<file path="config.mk">
export PLATFORM = sky130hd
export DESIGN_NAME = immediate_literal_parser_unit
export DESIGN_NICKNAME = d
export VERILOG_FILES = /design/src/sv/ilp_pkg.sv /design/src/sv/ilp_step.sv /design/src/sv/immediate_literal_parser_unit.sv
export SDC_FILE = /design/constraint.sdc
export NUM_CORES = 1
export LEC_CHECK = 0
export BUFFER_PORTS_ARGS = -buffer_cell sky130_fd_sc_hd__buf_2
export CAP_MARGIN = 20
export CORE_AREA = 2 2 144 146
export DETAILED_ROUTE_END_ITERATION = 10
export DIE_AREA = 0 0 146 148
export GPL_TIMING_DRIVEN = 1
export PLACE_DENSITY = 0.61
export SLEW_MARGIN = 25
export SYNTH_ARGS = -nofsm -noshare
export SYNTH_HDL_FRONTEND = slang
export SYNTH_SLANG_ARGS = --single-unit
</file>
<file path="constraint.sdc">
create_clock -name i_clk -period 6.1 [get_ports i_clk]
set_input_delay 0.61 -clock i_clk [delete_from_list [all_inputs] [get_ports i_clk]]
set_output_delay 0.61 -clock i_clk [all_outputs]
set_load 0.005 [all_outputs]
</file>
<file path="src/sv/ilp_pkg.sv">
// Shared constants, codes and types for the immediate literal parser.
`default_nettype none
package ilp_pkg;

    localparam int DEFAULT_VALUE_WIDTH = 32;
    localparam int OUT_W               = 32;
    localparam int EXT_W               = 64;
    localparam int CH_W                = 8;
    localparam int DIGIT_W             = 5;

    localparam logic [2:0] PH_START       = 3'd0;
    localparam logic [2:0] PH_SIGN        = 3'd1;
    localparam logic [2:0] PH_ZERO        = 3'd2;
    localparam logic [2:0] PH_ZERO_SIGNED = 3'd3;
    localparam logic [2:0] PH_DIGITS      = 3'd4;

    localparam logic [1:0] RX_DEC = 2'd0;
    localparam logic [1:0] RX_BIN = 2'd1;
    localparam logic [1:0] RX_OCT = 2'd2;
    localparam logic [1:0] RX_HEX = 2'd3;

    localparam logic [CH_W-1:0] CH_MINUS = 8'h2D;
    localparam logic [CH_W-1:0] CH_PLUS  = 8'h2B;
    localparam logic [CH_W-1:0] CH_ZERO  = 8'h30;
    localparam logic [CH_W-1:0] CH_NINE  = 8'h39;
    localparam logic [CH_W-1:0] CH_LO_A  = 8'h61;
    localparam logic [CH_W-1:0] CH_LO_F  = 8'h66;
    localparam logic [CH_W-1:0] CH_LO_Z  = 8'h7A;
    localparam logic [CH_W-1:0] CH_UP_A  = 8'h41;
    localparam logic [CH_W-1:0] CH_UP_F  = 8'h46;
    localparam logic [CH_W-1:0] CH_UP_Z  = 8'h5A;
    localparam logic [CH_W-1:0] CH_LO_B  = 8'h62;
    localparam logic [CH_W-1:0] CH_LO_D  = 8'h64;
    localparam logic [CH_W-1:0] CH_LO_O  = 8'h6F;
    localparam logic [CH_W-1:0] CH_LO_X  = 8'h78;
    localparam logic [CH_W-1:0] CASE_BIT = 8'h20;

    localparam logic [DIGIT_W-1:0] NO_DIGIT = 5'd16;

    typedef struct packed {
        logic [2:0] phase;
        logic [1:0] radix;
        logic       negative;
        logic       bad;
        logic       ovf;
    } t_ctl;

    typedef struct packed {
        logic status;
        logic overflow;
    } t_res;

    localparam t_ctl CTL_RESET = '{phase: PH_START, radix: RX_DEC,
                                   negative: 1'b0, bad: 1'b0, ovf: 1'b0};

    function automatic logic [DIGIT_W-1:0] base_of(input logic [1:0] rx);
        logic [DIGIT_W-1:0] b;
        unique case (rx)
            RX_BIN:  b = 5'd2;
            RX_OCT:  b = 5'd8;
            RX_HEX:  b = 5'd16;
            default: b = 5'd10;
        endcase
        return b;
    endfunction

endpackage
`default_nettype wire

</file>
<file path="src/sv/ilp_step.sv">
// Next-state and result logic for one character of a literal token.
`default_nettype none
module ilp_step import ilp_pkg::*; #(
    parameter int VALUE_WIDTH = DEFAULT_VALUE_WIDTH
) (
    input  t_ctl                   i_ctl,
    input  logic [VALUE_WIDTH-1:0] i_acc,
    input  logic [CH_W-1:0]        i_ch,
    output t_ctl                   o_ctl,
    output logic [VALUE_WIDTH-1:0] o_acc,
    output t_res                   o_res,
    output logic [OUT_W-1:0]       o_value
);

    localparam int PW = VALUE_WIDTH + 4;

    logic [DIGIT_W-1:0]     dig;
    logic                   dig_ok;
    logic [PW-1:0]          acc_x;
    logic [PW-1:0]          prod;
    logic [PW-1:0]          sum;
    logic                   is_letter;
    logic [CH_W-1:0]        lc;
    logic                   lone_sign;
    logic                   prefix_only;
    logic                   take;
    logic                   invalid;
    logic [VALUE_WIDTH-1:0] mag;
    logic signed [VALUE_WIDTH-1:0] sval;
    logic signed [EXT_W-1:0]       ext;

    always_comb begin
        priority if (i_ch >= CH_ZERO && i_ch <= CH_NINE) begin
            dig = DIGIT_W'(i_ch - CH_ZERO);
        end else if (i_ch >= CH_LO_A && i_ch <= CH_LO_F) begin
            dig = DIGIT_W'(i_ch - CH_LO_A + 8'd10);
        end else if (i_ch >= CH_UP_A && i_ch <= CH_UP_F) begin
            dig = DIGIT_W'(i_ch - CH_UP_A + 8'd10);
        end else begin
            dig = NO_DIGIT;
        end
        dig_ok = dig < base_of(i_ctl.radix);
    end

    assign acc_x = PW'(i_acc);

    always_comb begin
        unique case (i_ctl.radix)
            RX_BIN:  prod = acc_x << 1;
            RX_OCT:  prod = acc_x << 3;
            RX_HEX:  prod = acc_x << 4;
            default: prod = (acc_x << 3) + (acc_x << 1);
        endcase
        sum = prod + PW'(dig);
    end

    assign is_letter = (i_ch >= CH_LO_A && i_ch <= CH_LO_Z) ||
                       (i_ch >= CH_UP_A && i_ch <= CH_UP_Z);
    assign lc        = i_ch | CASE_BIT;

    always_comb begin
        o_ctl       = i_ctl;
        o_acc       = i_acc;
        lone_sign   = 1'b0;
        prefix_only = 1'b0;
        take        = 1'b0;
        if (!i_ctl.bad) begin
            unique case (i_ctl.phase)
                PH_START: begin
                    if (i_ch == CH_MINUS || i_ch == CH_PLUS) begin
                        o_ctl.negative = (i_ch == CH_MINUS);
                        o_ctl.phase    = PH_SIGN;
                        lone_sign      = 1'b1;
                    end else if (i_ch == CH_ZERO) begin
                        o_ctl.phase = PH_ZERO;
                    end else begin
                        take = 1'b1;
                    end
                end
                PH_SIGN: begin
                    if (i_ch == CH_ZERO) begin
                        o_ctl.phase = PH_ZERO_SIGNED;
                    end else begin
                        take = 1'b1;
                    end
                end
                PH_ZERO, PH_ZERO_SIGNED: begin
                    if (is_letter) begin
                        prefix_only = 1'b1;
                        o_ctl.phase = PH_DIGITS;
                        priority if (lc == CH_LO_D) begin
                            o_ctl.radix = RX_DEC;
                        end else if (i_ctl.phase == PH_ZERO_SIGNED) begin
                            o_ctl.bad = 1'b1;
                        end else if (lc == CH_LO_B) begin
                            o_ctl.radix = RX_BIN;
                        end else if (lc == CH_LO_O) begin
                            o_ctl.radix = RX_OCT;
                        end else if (lc == CH_LO_X) begin
                            o_ctl.radix = RX_HEX;
                        end else begin
                            o_ctl.bad = 1'b1;
                        end
                    end else begin
                        take = 1'b1;
                    end
                end
                default: begin
                    take = 1'b1;
                end
            endcase
            if (take) begin
                if (!dig_ok) begin
                    o_ctl.bad = 1'b1;
                end else begin
                    o_ctl.ovf   = i_ctl.ovf | (|sum[PW-1:VALUE_WIDTH]);
                    o_acc       = sum[VALUE_WIDTH-1:0];
                    o_ctl.phase = PH_DIGITS;
                end
            end
        end
    end

    assign invalid = o_ctl.bad | lone_sign | prefix_only;
    assign mag     = o_ctl.negative ? (~o_acc + VALUE_WIDTH'(1)) : o_acc;
    assign sval    = signed'(mag);
    assign ext     = EXT_W'(sval);

    assign o_res.status   = invalid;
    assign o_res.overflow = !invalid && o_ctl.ovf;
    assign o_value        = invalid ? '0 : ext[OUT_W-1:0];

endmodule
`default_nettype wire

</file>
<file path="src/sv/immediate_literal_parser_unit.sv">
// Top level of the immediate literal parser: token state and result register.
//
//  channel | direction | handshake          | payload
//  --------+-----------+--------------------+---------------------------------
//  input   | in        | i_valid / o_stall  | i_ch, i_last_char
//  result  | out       | o_valid / i_stall  | o_status, o_value, o_overflow
//
// One character per cycle while o_stall is low; the token state updates in the cycle it is taken.
// A result is registered and appears in the cycle after its last character is taken.
// Reset (synchronous, i_rst_n low) returns the token state to start of token.
// Input stalls only while a result waits and the output side stalls.
`default_nettype none
module immediate_literal_parser_unit import ilp_pkg::*; #(
    parameter int VALUE_WIDTH = DEFAULT_VALUE_WIDTH
) (
    input  logic             i_clk,
    input  logic             i_rst_n,
    input  logic             i_valid,
    output logic             o_stall,
    input  logic [CH_W-1:0]  i_ch,
    input  logic             i_last_char,
    output logic             o_valid,
    input  logic             i_stall,
    output logic             o_status,
    output logic [OUT_W-1:0] o_value,
    output logic             o_overflow
);

    t_ctl                   r_ctl;
    t_ctl                   n_ctl;
    logic [VALUE_WIDTH-1:0] r_acc;
    logic [VALUE_WIDTH-1:0] n_acc;
    t_res                   n_res;
    logic [OUT_W-1:0]       n_value;
    logic                   r_vld;
    t_res                   r_res;
    logic [OUT_W-1:0]       r_value;
    logic                   xfer;

    ilp_step #(
        .VALUE_WIDTH(VALUE_WIDTH)
    ) u_step (
        .i_ctl  (r_ctl),
        .i_acc  (r_acc),
        .i_ch   (i_ch),
        .o_ctl  (n_ctl),
        .o_acc  (n_acc),
        .o_res  (n_res),
        .o_value(n_value)
    );

    assign o_stall = r_vld & i_stall;
    assign xfer    = i_valid & ~o_stall;

    always_ff @(posedge i_clk) begin
        if (!i_rst_n) begin
            r_ctl <= CTL_RESET;
            r_acc <= '0;
        end else if (xfer) begin
            if (i_last_char) begin
                r_ctl <= CTL_RESET;
                r_acc <= '0;
            end else begin
                r_ctl <= n_ctl;
                r_acc <= n_acc;
            end
        end
    end

    always_ff @(posedge i_clk) begin
        if (!i_rst_n) begin
            r_vld <= 1'b0;
        end else if (xfer && i_last_char) begin
            r_vld <= 1'b1;
        end else if (!i_stall) begin
            r_vld <= 1'b0;
        end
    end

    always_ff @(posedge i_clk) begin
        if (xfer && i_last_char) begin
            r_res   <= n_res;
            r_value <= n_value;
        end
    end

    assign o_valid    = r_vld;
    assign o_status   = r_res.status;
    assign o_value    = r_value;
    assign o_overflow = r_res.overflow;

endmodule
`default_nettype wire

</file>
; Word-level counts from Yosys, hierarchy flattened
; Index checks and enable logic that the tools add are counted.
[word_totals]
input_bits = 13
reg_bits = 75
word_cells = 118
[classes]
n_mux = 50
n_eq_ne = 16
bitwise_logic = 7
n_lt_le_gt_ge = 9
n_reduce_logical = 18
addsub = 8
[op_table]
columns = operator, n
row1 = $mux W32, 5
row2 = $pmux W36 S3, 1
row3 = $add A35 B33 Y36, 1
row4 = $add A36 B5 Y36, 1
row5 = $add A32 B1 Y32 const B, 1
row6 = $le A8 B7 Y1 const B, 4
row7 = $not A32 Y32, 1
row8 = $eq A7 B6 Y1 const B, 4
row9 = $eq A8 B6 Y1 const B, 3
row10 = $mux W1, 23
row11 = $mux W5, 4
row12 = $ge A8 B7 Y1 const B, 2
row13 = $mux W8, 2
row14 = $mux W3, 5
row15 = $pmux W5 S3, 1
row16 = $mux W2, 7
row17 = $add A5 B4 Y5 const B, 2
row18 = $sub A5 B1 Y5 const B, 2
row19 = $pmux W3 S3, 1
row20 = $ge A8 B6 Y1 const B, 1
row21 = $le A8 B6 Y1 const B, 1
row22 = $logic_and A1 B1 Y1, 7
row23 = $eq A3 B2 Y1 const B, 2
row24 = $reduce_and A6 Y1, 1
row25 = other kinds (20), 26

; Logic depth before layout (Yosys ltp)
; Gate-level depths: netlist of the first run.
[depth]
ltp_word = 15
mapped_depth = 23
ltp_nobuf = 19

; By module
; From an unflattened synthesis of the first run, not the netlist that was laid out.
[unflattened]
cells_unflattened = 1141
area_unflattened_um2 = 8768.4
[modules_own_cells]
columns = mod, cells_per_inst, instances, seq_area_each_um2, area_per_inst_um2
row1 = ilp_step, 923, 1, 0.0, 5880.6
row2 = immediate_literal_parser_unit, 218, 1, 1841.8, 2887.8

; Least setup slack after synthesis of the first run
; Ideal clock, no wire load.
[synth_timing]
path_type = reg-to-reg
start = register r_ctl[4] (netlist name)
end = register r_value[30], in the netlist o_value[30], data pin
required_ps = 5838
n_path_buf = 10
arrival_ps = 5266
stages_incl_launch_ff = 24
setup_slack_ps = 572
cell_sequence = dfxtp_1 buf_4 buf_4 buf_4 buf_2 buf_2 buf_1 clkbuf_1 nand2_1 ha_1 a211o_1 o32a_1 nor3_2 buf_6 buf_2 buf_1 a21oi_1 ha_1 and2_1 nor4b_4 and3_1 and3_4 a31oi_1 mux2_1
[synth_via]
elab_chain_len = 9
elab_cells_between_ends = 18
[synth_lines]
columns = element, line
row1 = "start, declared", immediate_literal_parser_unit.sv:29  ; t_ctl r_ctl;
row2 = "start signal, assigned", immediate_literal_parser_unit.sv:64  ; r_ctl <= n_ctl;
row3 = $eq A2 B2 Y1 / $eq A2 B1 Y1 (equally long branches), "ilp_pkg.sv:58, ilp_step.sv:48"
row4 = $pmux W36 S3 / $pmux W5 S3 (equally long branches), "ilp_step.sv:48, ilp_pkg.sv:58"
row5 = $add A36 B5 Y36 / $lt A5 B5 Y1 (equally long branches), "ilp_step.sv:54, ilp_step.sv:42"
row6 = $mux W32, ilp_step.sv:113  ; if (!dig_ok) begin
row7 = $mux W32, ilp_step.sv:112  ; if (take) begin
row8 = $mux W32, ilp_step.sv:67  ; if (!i_ctl.bad) begin
row9 = $not A32 Y32, ilp_step.sv:125  ; assign mag = o_ctl.negative ? (~o_acc + VALUE_WIDTH'(1)) : o_acc;
row10 = $add A32 B1 Y32, ilp_step.sv:125
row11 = $mux W32, ilp_step.sv:125
row12 = "end signal, assigned", immediate_literal_parser_unit.sv:83  ; r_value <= n_value;
row13 = "end, declared", immediate_literal_parser_unit.sv:37  ; logic [OUT_W-1:0] r_value;
; Parallel ways exist; a longest one is shown, timed or not. The select of a mux whose other input is x is not followed.
; A chain may end at the register's enable or synchronous reset.

; Worst setup path in the final report of the first run
[layout_timing]
start = register r_acc[2]
end = register r_value[31], in the netlist o_value[31], data pin
[layout_via]
elab_chain_len = 9
[layout_lines]
columns = element, line
row1 = "start, declared", immediate_literal_parser_unit.sv:31  ; logic [VALUE_WIDTH-1:0] r_acc;
row2 = "start signal, assigned", immediate_literal_parser_unit.sv:65  ; r_acc <= n_acc;
row3 = $add A35 B33 Y36, ilp_step.sv:52  ; default: prod = (acc_x << 3) + (acc_x << 1);
row4 = $pmux W36 S3, ilp_step.sv:48  ; unique case (i_ctl.radix)
row5 = $add A36 B5 Y36, ilp_step.sv:54  ; sum = prod + PW'(dig);
row6 = $mux W32, ilp_step.sv:113
row7 = $mux W32, ilp_step.sv:112
row8 = $mux W32 *, ilp_step.sv:67
row9 = $not A32 Y32, ilp_step.sv:125
row10 = $add A32 B1 Y32, ilp_step.sv:125
row11 = $mux W32 *, ilp_step.sv:125
; Mark *: on every way between the ends. The rest lies on a longest branch, timed or not.

==> out/metrics.cfg, run 1 <==
[finish]
syn2layout_area_growth_pct = 7.318
diodes = 0
utilization = 0.4725
layout.nets = 1175
fill_cells = 2032
final_cells = 1394
drive_gt1_frac = 0.1352

[die]
fp.dieW_um = 146
die_h_um = 148
pin_count = 49
die_area_sq_um = 21610
num_rows = 52
coreArea_sq_um = 20040
initial_core_util = 0.4402

[synthesis]
ys_ff_latch = 75
netlist_instances = 1116
avgSynthCellArea_sq_um = 7.905
yosysTopAreaCellShare = 0.1157
syn_area_sq_um = 8822
synth_cell_type_count = 116
syn_nets = 1172
synth_area_leaders = edfxtp_1 12%, dfxtp_1 9.3%, ha_1 5.8%
ys_seq_area_frac = 0.2088
synth_flop_cell = dfxtp_1
ys_warn_count = 0
synth-edff-count = 34
synth_top_area_cell = edfxtp_1
async_flop_share = 0

[cts]
post_cts_buffers = 0
root_buffer = clkbuf_16
cts_resized = 0
cts_tree = yes
numCtsBuffers = 9
cts_sinks = 75
path_clk_slew_ns = 0.07
hold_buffers = 0
cts_max_path_buffers = 2
clock_latency_ns = 0.34
htreeDepth = 3

[global_routing]
grt_overflow_total = 0
grt_max_degree = 41
grt_pass1_wl_um = 40840
antenna_found_initial = 0
grt_pass1_vias = 7996
grt.total_usage = 0.2302

[timing]
setup_viol = 0
max_slew_margin = 0.3509
finalSetupTns_ns = 0
max_freq_mhz = 180.6
fin_crit_sh = 0.9079
rsz0062_at_grt = false
tightest_slew_ns = 0.9726
skew_ns = 0.009975
drv_slew = 0
holdWs_ns = 0.4815
finalHoldViolCount = 0
fin_crit_ns = 5.538

[critical_path]
cp-start-kind = register
reg2reg_slack_ns = 0.56
critPathRequiredTime_ns = 6.19
path_class = register to register
worstPathArrival_ns = 5.63
path_max_fanout = 11
worstSetupEndpointType = register

[worst_hold_path]
hp-class = register to register

[route]
avgRoutedWirePerCell_um = 18.18
totalWireLength_um = 25340
vias = 8498
ant_nets = 0
drt-vias-per-instance = 6.096
initialDrtViolationCount = 599
dr.pass1.iters = 5
drc = 0

[place]
dpl.hpwl_um = 19190
portBuffers = 48
dp.cells = 1378
gp_congestion = 0.8830

[power]
ir_worst_vdd_v = 0.0001308
p_leak_nw = 3.456
powerDensity_nw_per_um2 = 134.0
finalPower_mw = 1.269

[status]
outcome = finished, final reports clean

[job]
cap_violations = 0

cell usage in the layout (no fill, tap or decap), types with 5 or more instances in the layout:
| master | synthesis | layout |
|---|---|---|
| clkbuf_16 | 0 | 9 |
| inv_1 | 26 | 26 |
| a211oi_1 | 8 | 8 |
| a21o_1 | 15 | 15 |
| and3_1 | 11 | 11 |
| buf_4 | 7 | 16 |
| or2_2 | 5 | 5 |
| mux4_2 | 6 | 6 |
| nor2_1 | 107 | 106 |
| or3_1 | 18 | 18 |
| nand2_1 | 101 | 100 |
| nor4_1 | 18 | 18 |
| nand4_1 | 12 | 12 |
| edfxtp_1 | 34 | 34 |
| o21a_1 | 15 | 15 |
| and2_1 | 23 | 23 |
| ha_1 | 41 | 41 |
| nor2b_1 | 36 | 36 |
| nand2b_1 | 6 | 6 |
| o31ai_1 | 8 | 8 |
| dfxtp_1 | 41 | 39 |
| xnor2_1 | 29 | 29 |
| mux2i_1 | 26 | 26 |
| o22ai_1 | 11 | 11 |
| mux2_2 | 12 | 12 |
| buf_2 | 23 | 48 |
| xor2_1 | 24 | 24 |
| o21ai_0 | 63 | 62 |
| o211ai_1 | 14 | 14 |
| nor3_1 | 30 | 30 |
| a21oi_1 | 79 | 79 |
| o21ai_1 | 8 | 8 |
| a31oi_1 | 14 | 14 |
| a21boi_0 | 5 | 5 |
| o31a_1 | 10 | 10 |
| nand3_1 | 26 | 26 |
| a22oi_1 | 27 | 27 |
critical path, cell delays in order (launching register included):
cell,delay (ns)
dfxtp_1,0.56
ha_1,0.26
inv_1,0.06
fa_1,0.48
inv_1,0.04
mux4_2,0.46
ha_1,0.40
o21ai_0,0.12
nor2_1,0.21
o21a_1,0.31
nand4bb_4,0.17
or3_1,0.40
o21ai_1,0.20
a31oi_2,0.16
nor3_1,0.50
and3_1,0.31
and3_1,0.20
a41oi_2,0.14
mux2_4,0.32
final cells by class:
| type | count | area (sq um) | share of cell area |
|---|---|---|---|
| well taps | 270 | 337.8 | 0.03568 |
| inverters | 27 | 101.3 | 0.01070 |
| repair buffers | 64 | 360.3 | 0.03806 |
| flip-flops and latches | 75 | 1844 | 0.1948 |
| multi-input cells | 942 | 6524 | 0.6890 |
| clock inverters | 6 | 71.32 | 0.007533 |
| clock buffers | 10 | 229.0 | 0.02418 |
sequential cells by signal, summed over array words and instances, names as in the netlist:
| name | flops |
|---|---|
| r_ctl | 8 |
| r_acc | 32 |
| o_status | 1 |
| o_overflow | 1 |
| o_value | 32 |
| o_valid | 1 |
cell usage after synthesis (5+ instances only):
cell / number
a21oi_1: 79
and2_1: 23
o21a_1: 15
inv_1: 26
ha_1: 41
nor4_1: 18
or2_2: 5
dfxtp_1: 41
nor3_1: 30
a211oi_1: 8
xor2_1: 24
buf_6: 6
nand2b_1: 6
a22oi_1: 27
a31oi_1: 14
buf_1: 5
a21o_1: 15
nand4_1: 12
nand3_1: 26
o21ai_0: 63
o21ai_1: 8
mux2i_1: 26
buf_4: 7
nor2b_1: 36
xnor2_1: 29
nand2_1: 101
or3_1: 18
edfxtp_1: 34
o22ai_1: 11
mux4_2: 6
nor2_1: 107
mux2_2: 12
and3_1: 11
a21boi_0: 5
o31a_1: 10
buf_2: 23
o211ai_1: 14
o31ai_1: 8
clkbuf_1: 31
metal layers:
metal	vias up	GRT usage	wire length [um]
li1	4214	-	-
met1	4028	0.2934	11280
met2	195	0.4028	12380
met3	61	0.02593	816
met4	0	0.08495	858
met5	-	0	0
stage by stage:
stage | area (sq um) | setup slack, ns
detailed placement | 9165 | 0.2961
finish | 9468 | 0.5616
global placement | 9165 | 0.3672
CTS | 9465 | 0.6052
global route | 9468 | 0.1911
floorplan | 8822 | 0.5720
power by group:
group / internal, mW / switching [mW] / total [mW]
clock network: 0.321 / 0.221 / 0.542
registers: 0.534 / 0.00664 / 0.540
logic: 0.0651 / 0.121 / 0.186
total: 0.919 / 0.349 / 1.27
cells by family after synthesis:
kind of cell	Yosys count	synth area share
xor gates and xnor gates	53	0.05262
buffers and inverters	99	0.05347
DFF	75	0.2088
adders and majority gates	43	0.06269
muxes	49	0.06737
and+or+nand+nor	443	0.2732
AOI/OAI and AO/OA	354	0.2819
worst paths after layout:
| path | start | endpoint | cells after the start |
|---|---|---|---|
| setup reg to reg | r_acc[2] | o_value[31] | 18 |
| hold reg to reg | r_ctl[0] | r_ctl[0] | 2 |
| setup / recovery | r_acc[2] | o_value[31] | 18 |
| hold / removal | r_ctl[0] | r_ctl[0] | 2 |
Power figures use the tool's default switching activity.
==> run 2: changes to the inputs <==
--- a/config.mk
+++ b/config.mk
@@ -7,11 +7,11 @@
 export LEC_CHECK = 0
 export BUFFER_PORTS_ARGS = -buffer_cell sky130_fd_sc_hd__buf_2
 export CAP_MARGIN = 20
-export CORE_AREA = 2 2 144 146
+export CORE_AREA = 2 2 130 132
 export DETAILED_ROUTE_END_ITERATION = 10
-export DIE_AREA = 0 0 146 148
+export DIE_AREA = 0 0 132 134
 export GPL_TIMING_DRIVEN = 1
-export PLACE_DENSITY = 0.61
+export PLACE_DENSITY = 0.72
 export SLEW_MARGIN = 25
 export SYNTH_ARGS = -nofsm -noshare
 export SYNTH_HDL_FRONTEND = slang
==> constraint.sdc (replaced) <==
create_clock -name i_clk -period 6.3 [get_ports i_clk]
set_input_delay 0.63 -clock i_clk [delete_from_list [all_inputs] [get_ports i_clk]]
set_output_delay 0.63 -clock i_clk [all_outputs]
set_load 0.005 [all_outputs]
==> run 2 against run 1 <==
  * Hold slack barely moved
  * Register-to-register slack improved by 0.24 ns
  * Sequential cell count did not move
  * Critical path depth rose by 2
  * Design area fell by 1.3%
  * First-iteration DRC count rose by 14%
  * Critical path type is now input port to register
  * Final cell count fell by 4.0%
  * Global-route usage rose by 4.6 points
  * Clock-buffer cell count fell by 1
  * Largest cell class unchanged
==> out/metrics.cfg, run 2 (same netlist as run 1, synthesis figures left out) <==
[status]
outcome = finished, final reports clean

[critical_path]
critPathRequiredTime_ns = 6.39
worstPathArrival_ns = 5.61
path_class = input port to register
path_max_fanout = 8
cp-start-kind = input port
worstSetupEndpointType = register

[place]
gp_congestion = 0.8945
portBuffers = 48
dpl.hpwl_um = 18460
placed_cell_area_sq_um = 9055
dp.cells = 1322

[finish]
final_cell_mix = 107 x nor2_1, 100 x nand2_1, 79 x a21oi_1, 62 x o21ai_0, 48 x buf_2
fill_cells = 1536
regArea_sq_um = 1844
final_common_cell = nor2_1
utilization = 0.5735
fin_area_sq_um = 9341
final_cells = 1338
drive_gt1_frac = 0.1306
layout.nets = 1169
multiInputGateArea_sq_um = 6521
syn2layout_area_growth_pct = 5.886
diodes = 0

[power]
powerDensity_nw_per_um2 = 128.1
ir_worst_vdd_v = 0.0001504
p_leak_nw = 3.424
finalPower_mw = 1.196

[route]
totalWireLength_um = 24310
avgRoutedWirePerCell_um = 18.17
vias = 8546
ant_nets = 0
initialDrtViolationCount = 681
drt-vias-per-instance = 6.387
drc = 0
dr.pass1.iters = 5

[cts]
cts_sinks = 75
htreeDepth = 3
numCtsBuffers = 9
hold_buffers = 0
cts_resized = 0
clock_latency_ns = 0.34
path_clk_slew_ns = 0.07
post_cts_buffers = 0
cts_tree = yes
cts_max_path_buffers = 2
root_buffer = clkbuf_16

[timing]
max_slew_margin = 0.3924
tightest_slew_ns = 0.9105
fin_crit_ns = 5.520
drv_slew = 0
fin_crit_sh = 0.8762
skew_ns = 0.008508
max_freq_mhz = 181.2
finalSetupTns_ns = 0
setup_viol = 0
rsz0062_at_grt = false
finalHoldViolCount = 0

[global_routing]
grt_pass1_vias = 8267
grt_max_degree = 50
grt_overflow_total = 0
antenna_found_initial = 0
grt.total_usage = 0.2766
grt_pass1_wl_um = 40750

[die]
die_area_sq_um = 17690
num_rows = 47
coreArea_sq_um = 16290
fp.dieW_um = 132
initial_core_util = 0.5416
die_h_um = 134
pin_count = 49

[worst_hold_path]
hp-class = register to register

[job]
cap_violations = 0

## run 2: stage by stage
| step | hold slack [ns] | setup slack, ns |
|---|---|---|
| CTS | 0.4829 | 0.8296 |
| floorplan | 0.4374 | 0.7720 |
| finish | 0.4814 | 0.7800 |
| detailed placement | 0.4669 | 0.4864 |
| global route | 0.5284 | 0.4047 |
| global placement | 0.4471 | 0.5531 |
## run 2: layout make-up
class / instances / share of cell area
multi-input combinational: 942 / 0.6981
sequential: 75 / 0.1974
timing repair buffer: 58 / 0.03375
tap: 220 / 0.02947
clock buffer: 9 / 0.02411
inverter: 27 / 0.01085
clock inverter: 7 / 0.006295
## run 2: path summary, 6_finish.rpt
kind / startpoint / cells after the start / slack (ns) / endpoint
worst max-delay path: i_ch[0] / 20 / 0.78 / o_value[31]
worst min-delay path: r_ctl[0] / 2 / 0.48 / r_ctl[0]
worst max register to register: r_acc[2] / 16 / 0.80 / o_value[31]
worst min register to register: r_ctl[0] / 2 / 0.48 / r_ctl[0]
## run 2: routing by layer
layer / track usage / wire length, um / vias up
met1: 0.3411 / 10390 / 4033
li1: - / - / 4203
met3: 0.03515 / 995 / 66
met2: 0.4907 / 12050 / 244
met4: 0.1105 / 867 / 0
met5: 0 / 0 / -
## run 2: report_power, final
| group | switching (mW) | total, mW | internal [mW] |
|---|---|---|---|
| Clock | 0.222 | 0.496 | 0.274 |
| Combinational | 0.115 | 0.177 | 0.0622 |
| Sequential | 0.00669 | 0.523 | 0.517 |
| Total | 0.344 | 1.20 | 0.853 |
## run 2: worst max-delay path: stages
cell and delay, ns:
buf_2 0.15, inv_1 0.09, ha_1 0.22, or3b_1 0.43, and2_1 0.18, a32o_1 0.30
ha_1 0.25, fa_1 0.44, a21o_1 0.21, a21oi_1 0.29, nor2b_1 0.15, and4bb_1 0.33
xnor2_1 0.16, o21ai_1 0.21, a31oi_2 0.16, nor3_1 0.47, and3_1 0.30, and3_1 0.20
a41oi_2 0.13, mux2_4 0.32
==> run 3: changes to the inputs <==
--- a/config.mk
+++ b/config.mk
@@ -5,11 +5,12 @@
 export SDC_FILE = /design/constraint.sdc
 export NUM_CORES = 1
 export LEC_CHECK = 0
+export ABC_AREA = 1
 export BUFFER_PORTS_ARGS = -buffer_cell sky130_fd_sc_hd__buf_2
 export CAP_MARGIN = 20
-export CORE_AREA = 2 2 130 132
+export CORE_AREA = 2 2 132 134
 export DETAILED_ROUTE_END_ITERATION = 10
-export DIE_AREA = 0 0 132 134
+export DIE_AREA = 0 0 134 136
 export GPL_TIMING_DRIVEN = 1
 export PLACE_DENSITY = 0.72
 export SLEW_MARGIN = 25
==> constraint.sdc (replaced) <==
create_clock -name i_clk -period 6.3 [get_ports i_clk]
set_input_delay 0.945 -clock i_clk [delete_from_list [all_inputs] [get_ports i_clk]]
set_output_delay 0.945 -clock i_clk [all_outputs]
set_load 0.005 [all_outputs]
==> run 3 against run 2 <==
  * Clock power up 14%
  * Sequential cell count unchanged
  * Routed wire length up 9.7%
  * Synthesized cell count up 41%
  * Clock skew down 0.0029 ns
  * Hold slack worse by 0.0060 ns
  * Global-route usage up 2.0 points
  * Sequential power up 2%
  * Die area up 3.0%
  * Critical path depth up 3
  * Register-to-register slack better by 0.82 ns
  * Non-clock buffer count down 5
  * Largest power group is now clock
==> out/metrics.cfg, run 3 <==
[cts]
numCtsBuffers = 9
cts_tree = yes
post_cts_buffers = 0
cts_max_path_buffers = 2
clock_latency_ns = 0.33
hold_buffers = 0
htreeDepth = 3
cts_resized = 0
cts_sinks = 75
root_buffer = clkbuf_16
path_clk_slew_ns = 0.06

[finish]
final_cell_mix = 543 x nand2_1, 245 x inv_1, 140 x nor2_1, 130 x nand3_1, 105 x a21oi_1
final_common_cell = nand2_1
layout.nets = 1657
final_cells = 1831
syn2layout_area_growth_pct = 8.022
drive_gt1_frac = 0.09402
diodes = 0

[timing]
finalSetupTns_ns = 0
skew_ns = 0.005641
drv_slew = 0
rsz0062_at_grt = false
fin_crit_ns = 4.885
max_freq_mhz = 204.7
max_slew_margin = 0.3437
finalHoldViolCount = 0
setup_viol = 0
tightest_slew_ns = 0.9822
fin_crit_sh = 0.7754

[die]
pin_count = 49
die_area_sq_um = 18220
die_h_um = 136
num_rows = 48
initial_core_util = 0.5342
coreArea_sq_um = 16880
fp.dieW_um = 134

[critical_path]
worstPathArrival_ns = 4.97
critPathRequiredTime_ns = 6.38
worstSetupEndpointType = register
path_max_fanout = 35
cp-start-kind = input port
critPathLaunch = i_ch[0]
r2r-start = r_ctl[3]
path_class = input port to register
worstReg2RegEnd = o_value[28]
reg2reg_depth = 15
reg2reg_slack_ns = 1.62
critPathCapture = o_value[28]

[synthesis]
netlist_top_cells_count = 543 x nand2_1, 245 x inv_1, 142 x nor2_1
async_flop_share = 0
ys_warn_count = 0
synth_area_leaders = nand2_1 23%, edfxtp_1 11%, inv_1 10%
synth_flop_cell = dfxtp_1
ys_ff_latch = 75
syn_nets = 1628
syn_area_sq_um = 9015
yosysTopAreaCellShare = 0.2261
netlist_instances = 1572
synth.most_common_cell = nand2_1
avgSynthCellArea_sq_um = 5.735
synth_top_area_cell = nand2_1
synth-edff-count = 34
synth_cell_type_count = 54
ys_seq_area_frac = 0.2043

[global_routing]
grt_pass1_vias = 9242
antenna_found_initial = 0
grt_max_degree = 42
grt_pass1_wl_um = 44310
grt_overflow_total = 0
grt.total_usage = 0.2963

[route]
ant_nets = 0
initialDrtViolationCount = 854
drt-vias-per-instance = 5.451
vias = 9981
totalWireLength_um = 26680
dr.pass1.iters = 5
drc = 0
avgRoutedWirePerCell_um = 14.57

[power]
powerDensity_nw_per_um2 = 148.4
p_leak_nw = 5.060
ir_worst_vdd_v = 0.0001522

[place]
portBuffers = 48
dpl.hpwl_um = 21430
gp_congestion = 0.9557
dp.cells = 1815

[status]
outcome = finished, final reports clean

[worst_hold_path]
hp-class = register to register
min_from = r_ctl[0]
whs_path_depth = 2

[job]
cap_violations = 0

==> run 3: cell types whose count changed after synthesis, moves of 19 or more <==
| cell | before | now |
|---|---|---|
| a21oi_1 | 79 | 105 |
| a22oi_1 | 27 | 1 |
| and2_1 | 23 | 4 |
| inv_1 | 26 | 245 |
| mux2i_1 | 26 | 0 |
| nand2_1 | 101 | 543 |
| nand2_2 | 1 | 23 |
| nand3_1 | 26 | 130 |
| nor2_1 | 107 | 142 |
| nor2b_1 | 36 | 1 |
| o21ai_0 | 63 | 42 |
| xnor2_1 | 29 | 3 |
==> run 3: worst min-delay path by stage <==
stage | to | slack [ns]
2_1_floorplan | r_ctl[0] | 0.44
3_3_place_gp | r_ctl[0] | 0.46
3_5_place_dp | r_ctl[0] | 0.46
4_1_cts | r_ctl[0] | 0.48
5_1_grt | r_ctl[5] | 0.51
6_report | r_ctl[0] | 0.48
==> run 3: cell families after synthesis <==
group	count (synthesis)	share of synthesized area
xor gates and xnor gates	9	0.008744
buffers and inverters	289	0.1259
DFF	75	0.2043
AOI/OAI and AO/OA	222	0.1431
and+or+nand+nor	934	0.4566
adders and majority gates	43	0.06135
==> run 3: critical path: stages <==
cell,delay (ns)
buf_2,0.13
inv_1,0.07
ha_1,0.24
inv_1,0.09
nor2_1,0.05
nand2_1,0.05
nand4_1,0.13
nand2_1,0.16
nand2_1,0.11
ha_1,0.32
a21oi_1,0.38
nand4_4,0.48
o21ai_1,0.44
ha_1,0.22
inv_1,0.05
nor2_1,0.22
nand2_1,0.12
nand2_1,0.12
nand3_2,0.17
nor2_8,0.17
nand3_2,0.08
o21ai_1,0.14
nor2_1,0.05
==> run 3: cell type report <==
cell class | count | area, sq um
clock inverters | 3 | 40.04
fillers | 1761 | 7138
flip-flops and latches | 75 | 1842
well taps | 225 | 281.5
inverters | 254 | 955.9
clock buffers | 13 | 292.8
multi-input cells | 1208 | 6048
repair buffers | 53 | 277.8
==> run 3: where the power goes <==
group | internal [mW] | leakage (nW) | switching (mW)
registers | 0.521 | 0.666 | 0.0140
logic | 0.102 | 4.23 | 0.244
clock network | 0.365 | 0.166 | 0.199
==> run 3: routing by layer <==
layer  GRT usage  part of all wire
met3     0.03878             0.051
met4     0.07506             0.028
met1      0.3776              0.43
met5           0                 0
met2      0.5288              0.49
==> run 3: per-stage QoR <==
step | worst slack [ns] | utilization | total power, mW | hold slack [ns] | area [sq um]
detailed placement | 1.133 | 0.5573 | 0.8853 | 0.4630 | 9405
global placement | 1.278 | 0.5573 | 0.8813 | 0.4575 | 9405
CTS | 1.480 | 0.5770 | 1.441 | 0.4765 | 9738
floorplan | 2.066 | - | 0.7989 | 0.4446 | 9015
finish | 1.415 | 0.5770 | 1.445 | 0.4754 | 9738
global route | 1.072 | 0.5770 | 1.515 | 0.5078 | 9738
